==> config.mk <==
export PLATFORM = sky130hd
export DESIGN_NAME = cluster_chain_allocator_unit
export DESIGN_NICKNAME = d
export VERILOG_FILES = /design/src/rtl/core/cca_pkg.sv /design/src/rtl/core/cca_link_mem.sv /design/src/rtl/core/cca_ctrl.sv /design/src/rtl/core/cluster_chain_allocator_unit.sv
export SDC_FILE = /design/constraint.sdc
export NUM_CORES = 2
export LEC_CHECK = 0
export ABC_AREA = 1
export BUFFER_PORTS_ARGS = -buffer_cell sky130_fd_sc_hd__clkbuf_2
export CORE_MARGIN = 2
export CORE_UTILIZATION = 50
export CTS_BUF_LIST = sky130_fd_sc_hd__clkbuf_8
export DETAILED_ROUTE_END_ITERATION = 10
export GPL_ROUTABILITY_DRIVEN = 0
export PLACE_DENSITY = 0.63
export SLEW_MARGIN = 20
export SYNTH_ARGS = -nofsm -noshare
export SYNTH_HDL_FRONTEND = slang
export SYNTH_SLANG_ARGS = --single-unit
==> constraint.sdc <==
create_clock -name clk -period 28.3 [get_ports clk]
set_input_delay 5.66 -clock clk [delete_from_list [all_inputs] [get_ports clk]]
set_output_delay 5.66 -clock clk [all_outputs]
set_load 0.02 [all_outputs]
==> src/rtl/core/cca_pkg.sv <==
// ---------------------------------------------------------------------------
// Cluster chain allocator package
// Table size, link codes, request kinds, status codes and shared types.
// ---------------------------------------------------------------------------
package cca_pkg;

    // Table geometry.
    localparam int TABLE_ENTRIES = 256;
    localparam int IDX_W         = (TABLE_ENTRIES > 1) ? $clog2(TABLE_ENTRIES) : 1;
    localparam int CL_W          = 8;

    // Link values with a special meaning.
    localparam logic [CL_W-1:0] FREE     = 8'h00;
    localparam logic [CL_W-1:0] END_MARK = 8'hFF;

    // Last index that the free search looks at.
    localparam int SCAN_LAST_I = (TABLE_ENTRIES - 1 < 254) ? TABLE_ENTRIES - 1 : 254;
    localparam logic [CL_W-1:0] SCAN_LAST = CL_W'(SCAN_LAST_I);

    // A chain walk gives up after this many steps (counted from zero).
    localparam logic [7:0] WALK_LAST = 8'd255;

    // Reset value of the cluster shift register.
    localparam logic [3:0] SHIFT_RESET = 4'd9;

    // Request kinds.
    localparam logic [1:0] KIND_ALLOC   = 2'd0;
    localparam logic [1:0] KIND_RESIZE  = 2'd1;
    localparam logic [1:0] KIND_NEXT    = 2'd2;
    localparam logic [1:0] KIND_RELEASE = 2'd3;

    // Result status codes.
    localparam logic [1:0] ST_OK   = 2'd0;
    localparam logic [1:0] ST_FULL = 2'd1;
    localparam logic [1:0] ST_BAD  = 2'd2;

    // One access to the link memory: a read address and an optional write.
    typedef struct packed {
        logic [CL_W-1:0] rd_addr;
        logic            wr_en;
        logic [CL_W-1:0] wr_addr;
        logic [CL_W-1:0] wr_data;
    } mem_req_t;

    // One finished result.
    typedef struct packed {
        logic [CL_W-1:0] cluster;
        logic [1:0]      status;
    } result_t;

    // True for a cluster index that names a real table entry.
    function automatic logic link_ok(input logic [CL_W-1:0] c);
        return (c != FREE) && (c != END_MARK) && ({1'b0, c} < 9'(TABLE_ENTRIES));
    endfunction

endpackage

==> src/rtl/core/cca_link_mem.sv <==
// ---------------------------------------------------------------------------
// Link table memory
// Synchronous link store with one read and one write port, a registered
// read, and a written flag per entry so that untouched entries read free.
// ---------------------------------------------------------------------------
module cca_link_mem
    import cca_pkg::*;
(
    input  logic            clk,
    input  logic            rst_n,
    input  mem_req_t        req,
    output logic [CL_W-1:0] rd_data
);

    logic [CL_W-1:0]          mem [TABLE_ENTRIES];
    logic [TABLE_ENTRIES-1:0] written_reg;
    logic [CL_W-1:0]          rdata_reg;
    logic                     rvalid_reg;
    logic                     rd_in;
    logic                     wr_in;
    logic                     fwd;
    logic [IDX_W-1:0]         rd_idx;
    logic [IDX_W-1:0]         wr_idx;

    // Addresses at or above the table size read as free and are never written.
    assign rd_in  = {1'b0, req.rd_addr} < 9'(TABLE_ENTRIES);
    assign wr_in  = req.wr_en && ({1'b0, req.wr_addr} < 9'(TABLE_ENTRIES));
    assign rd_idx = req.rd_addr[IDX_W-1:0];
    assign wr_idx = req.wr_addr[IDX_W-1:0];
    assign fwd    = wr_in && (req.wr_addr == req.rd_addr);

    // Data array with write-to-read forwarding on an address match.
    always_ff @(posedge clk)
    begin
        if (wr_in)
        begin
            mem[wr_idx] <= req.wr_data;
        end
        rdata_reg <= fwd ? req.wr_data : mem[rd_idx];
    end

    // Written flags, cleared together at reset.
    always_ff @(posedge clk or negedge rst_n)
    begin
        if (!rst_n)
        begin
            written_reg <= '0;
            rvalid_reg  <= 1'b0;
        end
        else
        begin
            if (wr_in)
            begin
                written_reg[wr_idx] <= 1'b1;
            end
            rvalid_reg <= rd_in && (written_reg[rd_idx] || fwd);
        end
    end

    assign rd_data = rvalid_reg ? rdata_reg : FREE;

endmodule

==> src/rtl/core/cca_ctrl.sv <==
// ---------------------------------------------------------------------------
// Cluster chain allocator sequencer
// Runs each request as a series of read-then-evaluate steps on the link
// memory: free search, chain walks, release, shrink and grow.
// ---------------------------------------------------------------------------
module cca_ctrl
    import cca_pkg::*;
(
    input  logic            clk,
    input  logic            rst_n,
    input  logic            in_valid,
    output logic            in_ready,
    input  logic [1:0]      in_kind,
    input  logic [CL_W-1:0] in_head,
    input  logic [31:0]     in_old,
    input  logic [31:0]     in_new,
    input  logic [3:0]      shift,
    output logic            res_valid,
    input  logic            res_ready,
    output result_t         res,
    output mem_req_t        mem_req,
    input  logic [CL_W-1:0] rd_data
);

    localparam logic [3:0] S_IDLE    = 4'd0;
    localparam logic [3:0] S_DECIDE  = 4'd1;
    localparam logic [3:0] S_NEXT_IS = 4'd2;
    localparam logic [3:0] S_NEXT_EV = 4'd3;
    localparam logic [3:0] S_REL_IS  = 4'd4;
    localparam logic [3:0] S_REL_EV  = 4'd5;
    localparam logic [3:0] S_SHR_IS  = 4'd6;
    localparam logic [3:0] S_SHR_EV  = 4'd7;
    localparam logic [3:0] S_WALK_IS = 4'd8;
    localparam logic [3:0] S_WALK_EV = 4'd9;
    localparam logic [3:0] S_SCAN_IS = 4'd10;
    localparam logic [3:0] S_SCAN_EV = 4'd11;
    localparam logic [3:0] S_GROW_WR = 4'd12;
    localparam logic [3:0] S_DONE    = 4'd13;

    logic [3:0]      state_reg,     state_next;
    logic [CL_W-1:0] head_reg,      head_next;
    logic [CL_W-1:0] cur_reg,       cur_next;
    logic [CL_W-1:0] tail_reg,      tail_next;
    logic [CL_W-1:0] scan_reg,      scan_next;
    logic [7:0]      steps_reg,     steps_next;
    logic [8:0]      pos_reg,       pos_next;
    logic [31:0]     old_cnt_reg,   old_cnt_next;
    logic [31:0]     new_cnt_reg,   new_cnt_next;
    logic [31:0]     left_reg,      left_next;
    logic            walk_grow_reg, walk_grow_next;
    logic            scan_grow_reg, scan_grow_next;
    logic [CL_W-1:0] cluster_reg,   cluster_next;
    logic [1:0]      status_reg,    status_next;

    // Control registers.
    always_ff @(posedge clk or negedge rst_n)
    begin
        if (!rst_n)
        begin
            state_reg <= S_IDLE;
        end
        else
        begin
            state_reg <= state_next;
        end
    end

    // Working registers of the current request.
    always_ff @(posedge clk)
    begin
        head_reg      <= head_next;
        cur_reg       <= cur_next;
        tail_reg      <= tail_next;
        scan_reg      <= scan_next;
        steps_reg     <= steps_next;
        pos_reg       <= pos_next;
        old_cnt_reg   <= old_cnt_next;
        new_cnt_reg   <= new_cnt_next;
        left_reg      <= left_next;
        walk_grow_reg <= walk_grow_next;
        scan_grow_reg <= scan_grow_next;
        cluster_reg   <= cluster_next;
        status_reg    <= status_next;
    end

    // Sequencer: each table step issues a read, then acts on the data.
    always_comb
    begin
        state_next     = state_reg;
        head_next      = head_reg;
        cur_next       = cur_reg;
        tail_next      = tail_reg;
        scan_next      = scan_reg;
        steps_next     = steps_reg;
        pos_next       = pos_reg;
        old_cnt_next   = old_cnt_reg;
        new_cnt_next   = new_cnt_reg;
        left_next      = left_reg;
        walk_grow_next = walk_grow_reg;
        scan_grow_next = scan_grow_reg;
        cluster_next   = cluster_reg;
        status_next    = status_reg;
        mem_req        = '0;
        res_valid      = 1'b0;

        case (state_reg)
            S_IDLE:
            begin
                if (in_valid)
                begin
                    head_next    = in_head;
                    cur_next     = in_head;
                    steps_next   = 8'd0;
                    status_next  = ST_OK;
                    cluster_next = FREE;
                    if (in_kind == KIND_ALLOC)
                    begin
                        scan_next      = 8'd1;
                        scan_grow_next = 1'b0;
                        state_next     = S_SCAN_IS;
                    end
                    else if (!link_ok(in_head))
                    begin
                        status_next = ST_BAD;
                        state_next  = S_DONE;
                    end
                    else
                    begin
                        case (in_kind)
                            KIND_NEXT:    state_next = S_NEXT_IS;
                            KIND_RELEASE: state_next = S_REL_IS;
                            default:
                            begin
                                old_cnt_next = in_old >> shift;
                                new_cnt_next = in_new >> shift;
                                state_next   = S_DECIDE;
                            end
                        endcase
                    end
                end
            end

            // Resize: choose shrink, grow or just report the tail.
            S_DECIDE:
            begin
                pos_next = 9'd0;
                if (new_cnt_reg < old_cnt_reg)
                begin
                    state_next = S_SHR_IS;
                end
                else
                begin
                    left_next      = new_cnt_reg - old_cnt_reg;
                    walk_grow_next = new_cnt_reg > old_cnt_reg;
                    state_next     = S_WALK_IS;
                end
            end

            S_NEXT_IS:
            begin
                mem_req.rd_addr = head_reg;
                state_next      = S_NEXT_EV;
            end

            S_NEXT_EV:
            begin
                cluster_next = rd_data;
                state_next   = S_DONE;
            end

            // Release: free each entry while following its link.
            S_REL_IS:
            begin
                mem_req.rd_addr = cur_reg;
                state_next      = S_REL_EV;
            end

            S_REL_EV:
            begin
                mem_req.wr_en   = 1'b1;
                mem_req.wr_addr = cur_reg;
                mem_req.wr_data = FREE;
                if (!link_ok(rd_data) || (steps_reg == WALK_LAST))
                begin
                    state_next = S_DONE;
                end
                else
                begin
                    cur_next   = rd_data;
                    steps_next = steps_reg + 8'd1;
                    state_next = S_REL_IS;
                end
            end

            // Shrink: mark the end at the new count and free what follows.
            S_SHR_IS:
            begin
                mem_req.rd_addr = cur_reg;
                if ((32'(pos_reg) <= old_cnt_reg) && !pos_reg[8] && link_ok(cur_reg))
                begin
                    state_next = S_SHR_EV;
                end
                else
                begin
                    cur_next       = head_reg;
                    steps_next     = 8'd0;
                    walk_grow_next = 1'b0;
                    state_next     = S_WALK_IS;
                end
            end

            S_SHR_EV:
            begin
                mem_req.wr_addr = cur_reg;
                if (32'(pos_reg) == new_cnt_reg)
                begin
                    mem_req.wr_en   = 1'b1;
                    mem_req.wr_data = END_MARK;
                end
                else if (32'(pos_reg) > new_cnt_reg)
                begin
                    mem_req.wr_en   = 1'b1;
                    mem_req.wr_data = FREE;
                end
                cur_next   = rd_data;
                pos_next   = pos_reg + 9'd1;
                state_next = S_SHR_IS;
            end

            // Walk from the head to the last cluster of the chain.
            S_WALK_IS:
            begin
                mem_req.rd_addr = cur_reg;
                state_next      = S_WALK_EV;
            end

            S_WALK_EV:
            begin
                if (!link_ok(rd_data) || (steps_reg == WALK_LAST))
                begin
                    if (walk_grow_reg)
                    begin
                        tail_next      = link_ok(rd_data) ? rd_data : cur_reg;
                        scan_next      = 8'd1;
                        scan_grow_next = 1'b1;
                        state_next     = S_SCAN_IS;
                    end
                    else
                    begin
                        cluster_next = link_ok(rd_data) ? rd_data : cur_reg;
                        state_next   = S_DONE;
                    end
                end
                else
                begin
                    cur_next   = rd_data;
                    steps_next = steps_reg + 8'd1;
                    state_next = S_WALK_IS;
                end
            end

            // Free search, lowest index first.
            S_SCAN_IS:
            begin
                mem_req.rd_addr = scan_reg;
                state_next      = S_SCAN_EV;
            end

            S_SCAN_EV:
            begin
                if (rd_data == FREE)
                begin
                    mem_req.wr_en = 1'b1;
                    if (scan_grow_reg)
                    begin
                        mem_req.wr_addr = tail_reg;
                        mem_req.wr_data = scan_reg;
                        state_next      = S_GROW_WR;
                    end
                    else
                    begin
                        mem_req.wr_addr = scan_reg;
                        mem_req.wr_data = END_MARK;
                        cluster_next    = scan_reg;
                        state_next      = S_DONE;
                    end
                end
                else if (scan_reg == SCAN_LAST)
                begin
                    status_next = ST_FULL;
                    if (scan_grow_reg)
                    begin
                        cur_next       = head_reg;
                        steps_next     = 8'd0;
                        walk_grow_next = 1'b0;
                        state_next     = S_WALK_IS;
                    end
                    else
                    begin
                        cluster_next = FREE;
                        state_next   = S_DONE;
                    end
                end
                else
                begin
                    scan_next  = scan_reg + 8'd1;
                    state_next = S_SCAN_IS;
                end
            end

            // Grow: close the new cluster, then search for the next one or walk to the tail.
            S_GROW_WR:
            begin
                mem_req.wr_en   = 1'b1;
                mem_req.wr_addr = scan_reg;
                mem_req.wr_data = END_MARK;
                tail_next       = scan_reg;
                left_next       = left_reg - 32'd1;
                if ((left_reg == 32'd1) || (scan_reg == SCAN_LAST))
                begin
                    if (left_reg != 32'd1)
                    begin
                        status_next = ST_FULL;
                    end
                    cur_next       = head_reg;
                    steps_next     = 8'd0;
                    walk_grow_next = 1'b0;
                    state_next     = S_WALK_IS;
                end
                else
                begin
                    scan_next  = scan_reg + 8'd1;
                    state_next = S_SCAN_IS;
                end
            end

            S_DONE:
            begin
                res_valid = 1'b1;
                if (res_ready)
                begin
                    state_next = S_IDLE;
                end
            end

            default:
            begin
                state_next = S_IDLE;
            end
        endcase
    end

    assign in_ready    = (state_reg == S_IDLE);
    assign res.cluster = cluster_reg;
    assign res.status  = status_reg;

endmodule

==> src/rtl/core/cluster_chain_allocator_unit.sv <==
// ---------------------------------------------------------------------------
// Cluster chain allocator
// Keeps a 256-entry table of 8-bit cluster links (0 free, 255 end of chain)
// and serves allocate, resize, next-link and release requests, one result
// word per request word. The table reads as all free after reset without a
// clearing pass. One request is worked at a time; every table step is a read
// of the registered link memory followed by an evaluate state. Next reads one
// link, allocate reads each entry searched, release each cluster freed,
// shrink each cluster walked plus the final walk, and grow each chain link to
// the tail and each entry searched, writes each cluster appended, and then
// reads each link of the final walk. The input side takes a new word as soon
// as the previous result has moved into the output register.
// ---------------------------------------------------------------------------
module cluster_chain_allocator_unit
    import cca_pkg::*;
(
    input  logic        clk,
    input  logic        rst_n,
    input  logic        s_axis_tvalid,
    output logic        s_axis_tready,
    input  logic [71:0] s_axis_tdata,  // first_cluster[7:0], old_size[39:8], new_size[71:40]
    input  logic [1:0]  s_axis_tuser,  // kind[1:0]
    output logic        m_axis_tvalid,
    input  logic        m_axis_tready,
    output logic [7:0]  m_axis_tdata,  // cluster[7:0]
    output logic [1:0]  m_axis_tuser,  // status[1:0]
    input  logic        cfg_valid,
    output logic        cfg_ready,
    input  logic [3:0]  cfg_data
);

    logic [3:0]      shift_reg;
    logic            m_valid_reg;
    logic [CL_W-1:0] m_cluster_reg;
    logic [1:0]      m_status_reg;
    logic            res_valid;
    logic            res_ready;
    result_t         res;
    mem_req_t        mem_req;
    logic [CL_W-1:0] rd_data;

    // Cluster shift register, written whenever a configuration word arrives.
    assign cfg_ready = 1'b1;

    always_ff @(posedge clk or negedge rst_n)
    begin
        if (!rst_n)
        begin
            shift_reg <= SHIFT_RESET;
        end
        else if (cfg_valid)
        begin
            shift_reg <= cfg_data;
        end
    end

    // Request sequencer.
    cca_ctrl u_ctrl (
        .clk       (clk),
        .rst_n     (rst_n),
        .in_valid  (s_axis_tvalid),
        .in_ready  (s_axis_tready),
        .in_kind   (s_axis_tuser),
        .in_head   (s_axis_tdata[7:0]),
        .in_old    (s_axis_tdata[39:8]),
        .in_new    (s_axis_tdata[71:40]),
        .shift     (shift_reg),
        .res_valid (res_valid),
        .res_ready (res_ready),
        .res       (res),
        .mem_req   (mem_req),
        .rd_data   (rd_data)
    );

    // Link table.
    cca_link_mem u_mem (
        .clk     (clk),
        .rst_n   (rst_n),
        .req     (mem_req),
        .rd_data (rd_data)
    );

    // Output register: holds one result word until the sink takes it.
    assign res_ready = !m_valid_reg || m_axis_tready;

    always_ff @(posedge clk or negedge rst_n)
    begin
        if (!rst_n)
        begin
            m_valid_reg <= 1'b0;
        end
        else if (res_ready)
        begin
            m_valid_reg <= res_valid;
        end
    end

    always_ff @(posedge clk)
    begin
        if (res_ready && res_valid)
        begin
            m_cluster_reg <= res.cluster;
            m_status_reg  <= res.status;
        end
    end

    assign m_axis_tvalid = m_valid_reg;
    assign m_axis_tdata  = m_cluster_reg;
    assign m_axis_tuser  = m_status_reg;

endmodule

After elaboration in Yosys (flattened, before gate mapping)
Memories as Yosys holds them, arrays and structs flattened. A register that Yosys moved wholly into a read port is not among the register bits.
Index checks and enable logic that the tools add are counted.
{ "totals": {"reg_bits": 433, "ramBits": 2048, "output_inout_bits": 13, "elab_cells": 215, "mem_count": 1} }
{ "memory_table": {"columns": ["memory", "words", "word_bits", "read_ports", "rd_clocked_by_memory_dff", "wr", "line", "rtl"], "rows": [
  ["u_mem.mem", 256, 8, 1, 1, 1, "cca_link_mem.sv:15", "logic [CL_W-1:0] mem [TABLE_ENTRIES];"]
]} }
{ "classes": {"n_addsub": 5, "n_lt_le_gt_ge": 7, "eq_ne": 42, "n_shift": 2, "mux": 89, "bitwise_logic": 3, "n_reduce_logical": 46} }
{ "ops": {"columns": ["cell", "n"], "rows": [
  ["8-bit 2-to-1 mux", 32],
  ["256-bit OR", 1],
  ["17-bit one-hot mux with 4 select lines", 1],
  ["32-bit one-hot mux with 2 select lines", 1],
  ["8-bit one-hot mux with 4 select lines", 2],
  ["32-bit by 4-bit right shift with 32-bit output", 2],
  ["4-bit one-hot mux with 14 select lines", 1],
  ["8-bit one-hot mux with 6 select lines", 1],
  ["8-bit one-hot mux with 5 select lines", 1],
  ["32-bit by 1-bit equality test with 1-bit output, second input constant", 1],
  ["9-bit by 32-bit equality test with 1-bit output", 1],
  ["32-bit > comparator", 1],
  ["9-bit by 32-bit > comparator with 1-bit output", 1],
  ["9-bit by 32-bit <= comparator with 1-bit output", 1],
  ["32-bit less-than comparator", 1],
  ["32-bit 2-to-1 mux", 1],
  ["4-bit 2-to-1 mux", 8],
  ["32-bit by 1-bit != test with 1-bit output, second input constant", 1],
  ["32-bit by 1-bit subtractor with 32-bit output, second input constant", 1],
  ["32-bit subtractor", 1],
  ["4-bit equality test, second input constant", 6],
  ["8-bit != test, second input constant", 3],
  ["8-bit one-hot mux with 3 select lines", 1],
  ["8-bit AND reduction", 3],
  ["other kinds (46)", 121]
]} }

Longest topological paths before layout
{ "depth": {"word_depth": 9, "depth_mapped": 26, "mapped_depth_nobuf": 22} }

Hierarchy
Synthesis repeated with hierarchy kept, for this count alone.
{ "unflattened": {"hier_cells": 10129, "area_unflattened_um2": 108027.4} }
{ "modules_own_cells": {"columns": ["module", "instances", "cells_each", "area_each_um2", "seq_area_each_um2"], "rows": [
  ["cca_link_mem", 1, 8125, 94047.7, 68090.3],
  ["cca_ctrl", 1, 1970, 13470.4, 4814.6],
  ["cluster_chain_allocator_unit", 1, 34, 509.2, 427.9]
]} }

Worst setup path after synthesis
No wires, ideal clock.
{ "synth_path": {"kind": "reg2reg", "start": "register (tool-made name)", "end": "memory u_mem.mem[0][0] (data pin)", "setup_ps": 2188, "arrival_time_ps": 12305, "t_required_ps": 26112, "slack_ps": 13806, "path_stages_with_launch": 20, "n_path_buf": 6, "cell_sequence": "dfxtp_1 buf_4 buf_4 buf_2 buf_2 a21oi_1 o21ai_0 nand3_1 nand3_1 nand3_1 nand3_1 nand3_1 nand3_1 nand3_1 nand2_1 nor2_4 nand3_4 buf_1 clkbuf_1 o21ai_0"} }
{ "synth_rtl": {"columns": ["item", "line"], "rows": [
  ["end: declaration", "cca_link_mem.sv:15"]
]} }

==> metrics.md <==
| Metric | Value |
|---|---|
| Outcome | completed |
| Core Rows | 170 |
| Mean Syn Cell Area | 10.7 um2 |
| Crit path launch type | flip-flop |
| Nets | 10200 |
| Final WS setup | 19.36 ns |
| Tightest Pin Transition | 1.19 ns |
| Residual DRC count | 0 |
| Maximum vdd drop | 0.0776 mV |
| Share of the synthesized area in the top cell type | 61.7% |
| Die width | 468 um |
| CTS clk-pin slew, worst paths | 0.06 ns |
| Max-cap viol count | 0 |
| Vias/cell | 5.85 |
| Power per cell area | 89.4 mW/mm2 |
| Routing usage on met1 | 39.9% |
| Avg WL per Cell | 23.8 um |
| Clock Skew | 0.0936 ns |
| Io pins | 96 |
| Dpl ws | 19.53 ns |
| Hold_ws | 0.447 ns |
| Hold Path Origin | u_ctrl.status_reg[1]$_SDFFCE_PP0P_ |
| Post-synthesis sequential area ratio | 68.1% |
| Syn Nets | 10200 |
| Maximum fanout along the worst path | 99 |
| Post-CTS Resized | 0 |
| Fmax | 112 MHz |
| Share of the clock period used by the worst path | 31.6% |
| Busiest layer in global routing | met2 |
| Final hold violations | 0 |
| Fin. max-slew vios | 0 |
| All-layer global routing usage | 28.7% |
| CTS tree | built |
| R2R cell count | 20 |
| GR Util met2 | 44.1% |
| RSZ-0062 raised after global routing | false |
| Fin Setup TNS | 0 ns |
| Arrival time worst endpoint | 9.64 ns |
| R2R setup slack | 19.36 ns |
| Core Area | 0.214 mm2 |
| Initial DRC count | 9700 |
| Reg2reg end | u_mem.mem[14][7]$_DFFE_PP_ |
| Largest net degree at the start of global routing | 230 |
| Number of global-route vias before repair | 75300 |
| CTS H-tree depth | 5 |
| Worst setup path endpoint | u_mem.mem[14][7]$_DFFE_PP_ |
| Area delta synth->final | 9.48% |
| Yosys warns | 0 |
| ANT nets after route | 0 |
| Most frequent cells in the layout | nand2_1 (2917), edfxtp_1 (2215), nand3_1 (2196) |
| Clock latency on the worst-skew pair | 1.13 ns |
| Die Y | 468 um |
| Hold buffer count at cts | 0 |
| Layout cell share with drive strength beyond 1 | 7.88% |
| HPWL after detailed placement | 182 mm |
| Overflow after GRT | 0 |
| Max reg flops | 2048 |
| Via count | 77700 |
| DR pass1 iterations | 9 |
| Worst Hold Class | reg -> reg |
| Post-CTS setup buffers | 0 |
| Placed instance count | 12500 |
| TritonCTS buffer count | 416 |
| Initial Util | 50.2% |
| Buffers added on ports | 94 |
| Clock Sinks | 2489 |
| Data required time at the worst endpoint | 29.00 ns |
| FF+latch count, synth | 2489 |
| Top cells by area, synth | edfxtp_1 (62%), nand3_1 (10%), nand2_1 (10%) |
| CP endpoint kind | flip-flop |
| Clk buf depth | 4 |
| Final wirelength | 316 mm |
| Setup CP Type | reg -> reg |
| Global-route wire length before repair | 475 mm |
| Post-synth EDFFs | 2215 |
| Main synth FF type | edfxtp_1 |
| Initial antenna violation count | 5 |
| Die ar. | 0.219 mm2 |
| Asr flop ratio synth | 10.7% |
| Met3 usage in global routing | 6.19% |
| Commonest non-fill, non-tap cell in the layout | nand2_1 |
| Synth Cell Area | 0.108 mm2 |
| Clock root buffer | clkbuf_8 |
| Final core utilization | 55.0% |
| Synth unique cells | 55 |
| Final setup vio count | 0 |
| Static Leak | 46.3 nW |
| Yosys top cell by area | edfxtp_1 |
| Mapped Cells | 10100 |
| Rel. slew slack | 20.4% |
| Minimum clock period | 8.94 ns |
| Layout Cells excl Fill | 13300 |
==> through the flow <==
stage,instance area [um2],power (mW)
CTS,118000,10.5
floorplan,108000,6.49
finish,118000,10.5
global route,118000,11.0
detailed placement,110000,7.51
global placement,110000,7.49
==> logic make-up after synthesis <==
kind of cell	share of synthesized area (%)
flip-flops	68.1
adder cells (fa/ha/maj)	0.669
AO/OA/AOI/OAI	4.01
buffers and inverters	4.61
other	0.00348
XOR/XNOR	0.252
multiplexers	0.186
AND/OR/NAND/NOR	22.2
==> synth_stat cells (all sizes together), types with 20 or more instances <==
| master | n |
|---|---|
| a21oi | 153 |
| buf | 380 |
| clkbuf | 233 |
| dfrtp | 264 |
| edfxtp | 2215 |
| ha | 56 |
| inv | 567 |
| mux2i | 20 |
| nand2 | 2928 |
| nand3 | 2199 |
| nand4 | 27 |
| nor2 | 308 |
| nor3 | 24 |
| nor4 | 21 |
| o211ai | 76 |
| o21ai | 391 |
| o21bai | 86 |
==> per-layer routing <==
layer  vias up  share of wire (%)
li1      35100                  -
met1     37800                 41
met2      4063                 46
met3       682                9.8
met4         0                3.9
met5         -                  0
==> how the worst min path moves through the flow <==
stage | endpoint | cells past startpoint
global placement | m_axis_tdata[3]$_DFFE_PP_ | 0
CTS | m_axis_tuser[1]$_DFFE_PP_ | 0
detailed placement | m_axis_tuser[1]$_DFFE_PP_ | 0
finish | m_axis_tuser[1]$_DFFE_PP_ | 0
floorplan | m_axis_tdata[0]$_DFFE_PP_ | 0
global route | m_axis_tuser[0]$_DFFE_PP_ | 0
==> worst max-delay path: stages, from the launching register on <==
cell and delay, ns:
dfxtp_4 0.86, buf_6 0.73, buf_4 0.71, buf_4 0.85, o21ai_0 0.21, nand3_1 0.10, nand3_1 0.09, nand3_1 0.14
nand3_1 0.13, nand3_1 0.49, nand3_1 0.18, nand3_1 0.22, nand2_1 0.13, nor2_4 0.16, nand3_4 0.43, o21bai_2 0.32
nand2_1 0.14, nor2_1 0.28, nand2_2 0.69, buf_4 0.58, nor2_1 0.86
==> power by group <==
| part | total (mW) | internal (mW) | leakage [nW] | switching (mW) |
|---|---|---|---|---|
| logic | 3.14 | 0.754 | 17.8 | 2.39 |
| clock network | 3.01 | 1.56 | 4.55 | 1.45 |
| registers | 4.39 | 4.29 | 24.0 | 0.103 |
==> final cells by class <==
cell class	count	area [um2]
antenna	2	5.00
clock inverter	305	1600
timing repair buffer	205	1530
tap	2838	3550
fill	18500	96500
inverter	578	2200
multi-input combinational	6404	29600
sequential	2489	73400
clock buffer	444	6110
(Power assumes the default switching activity.)
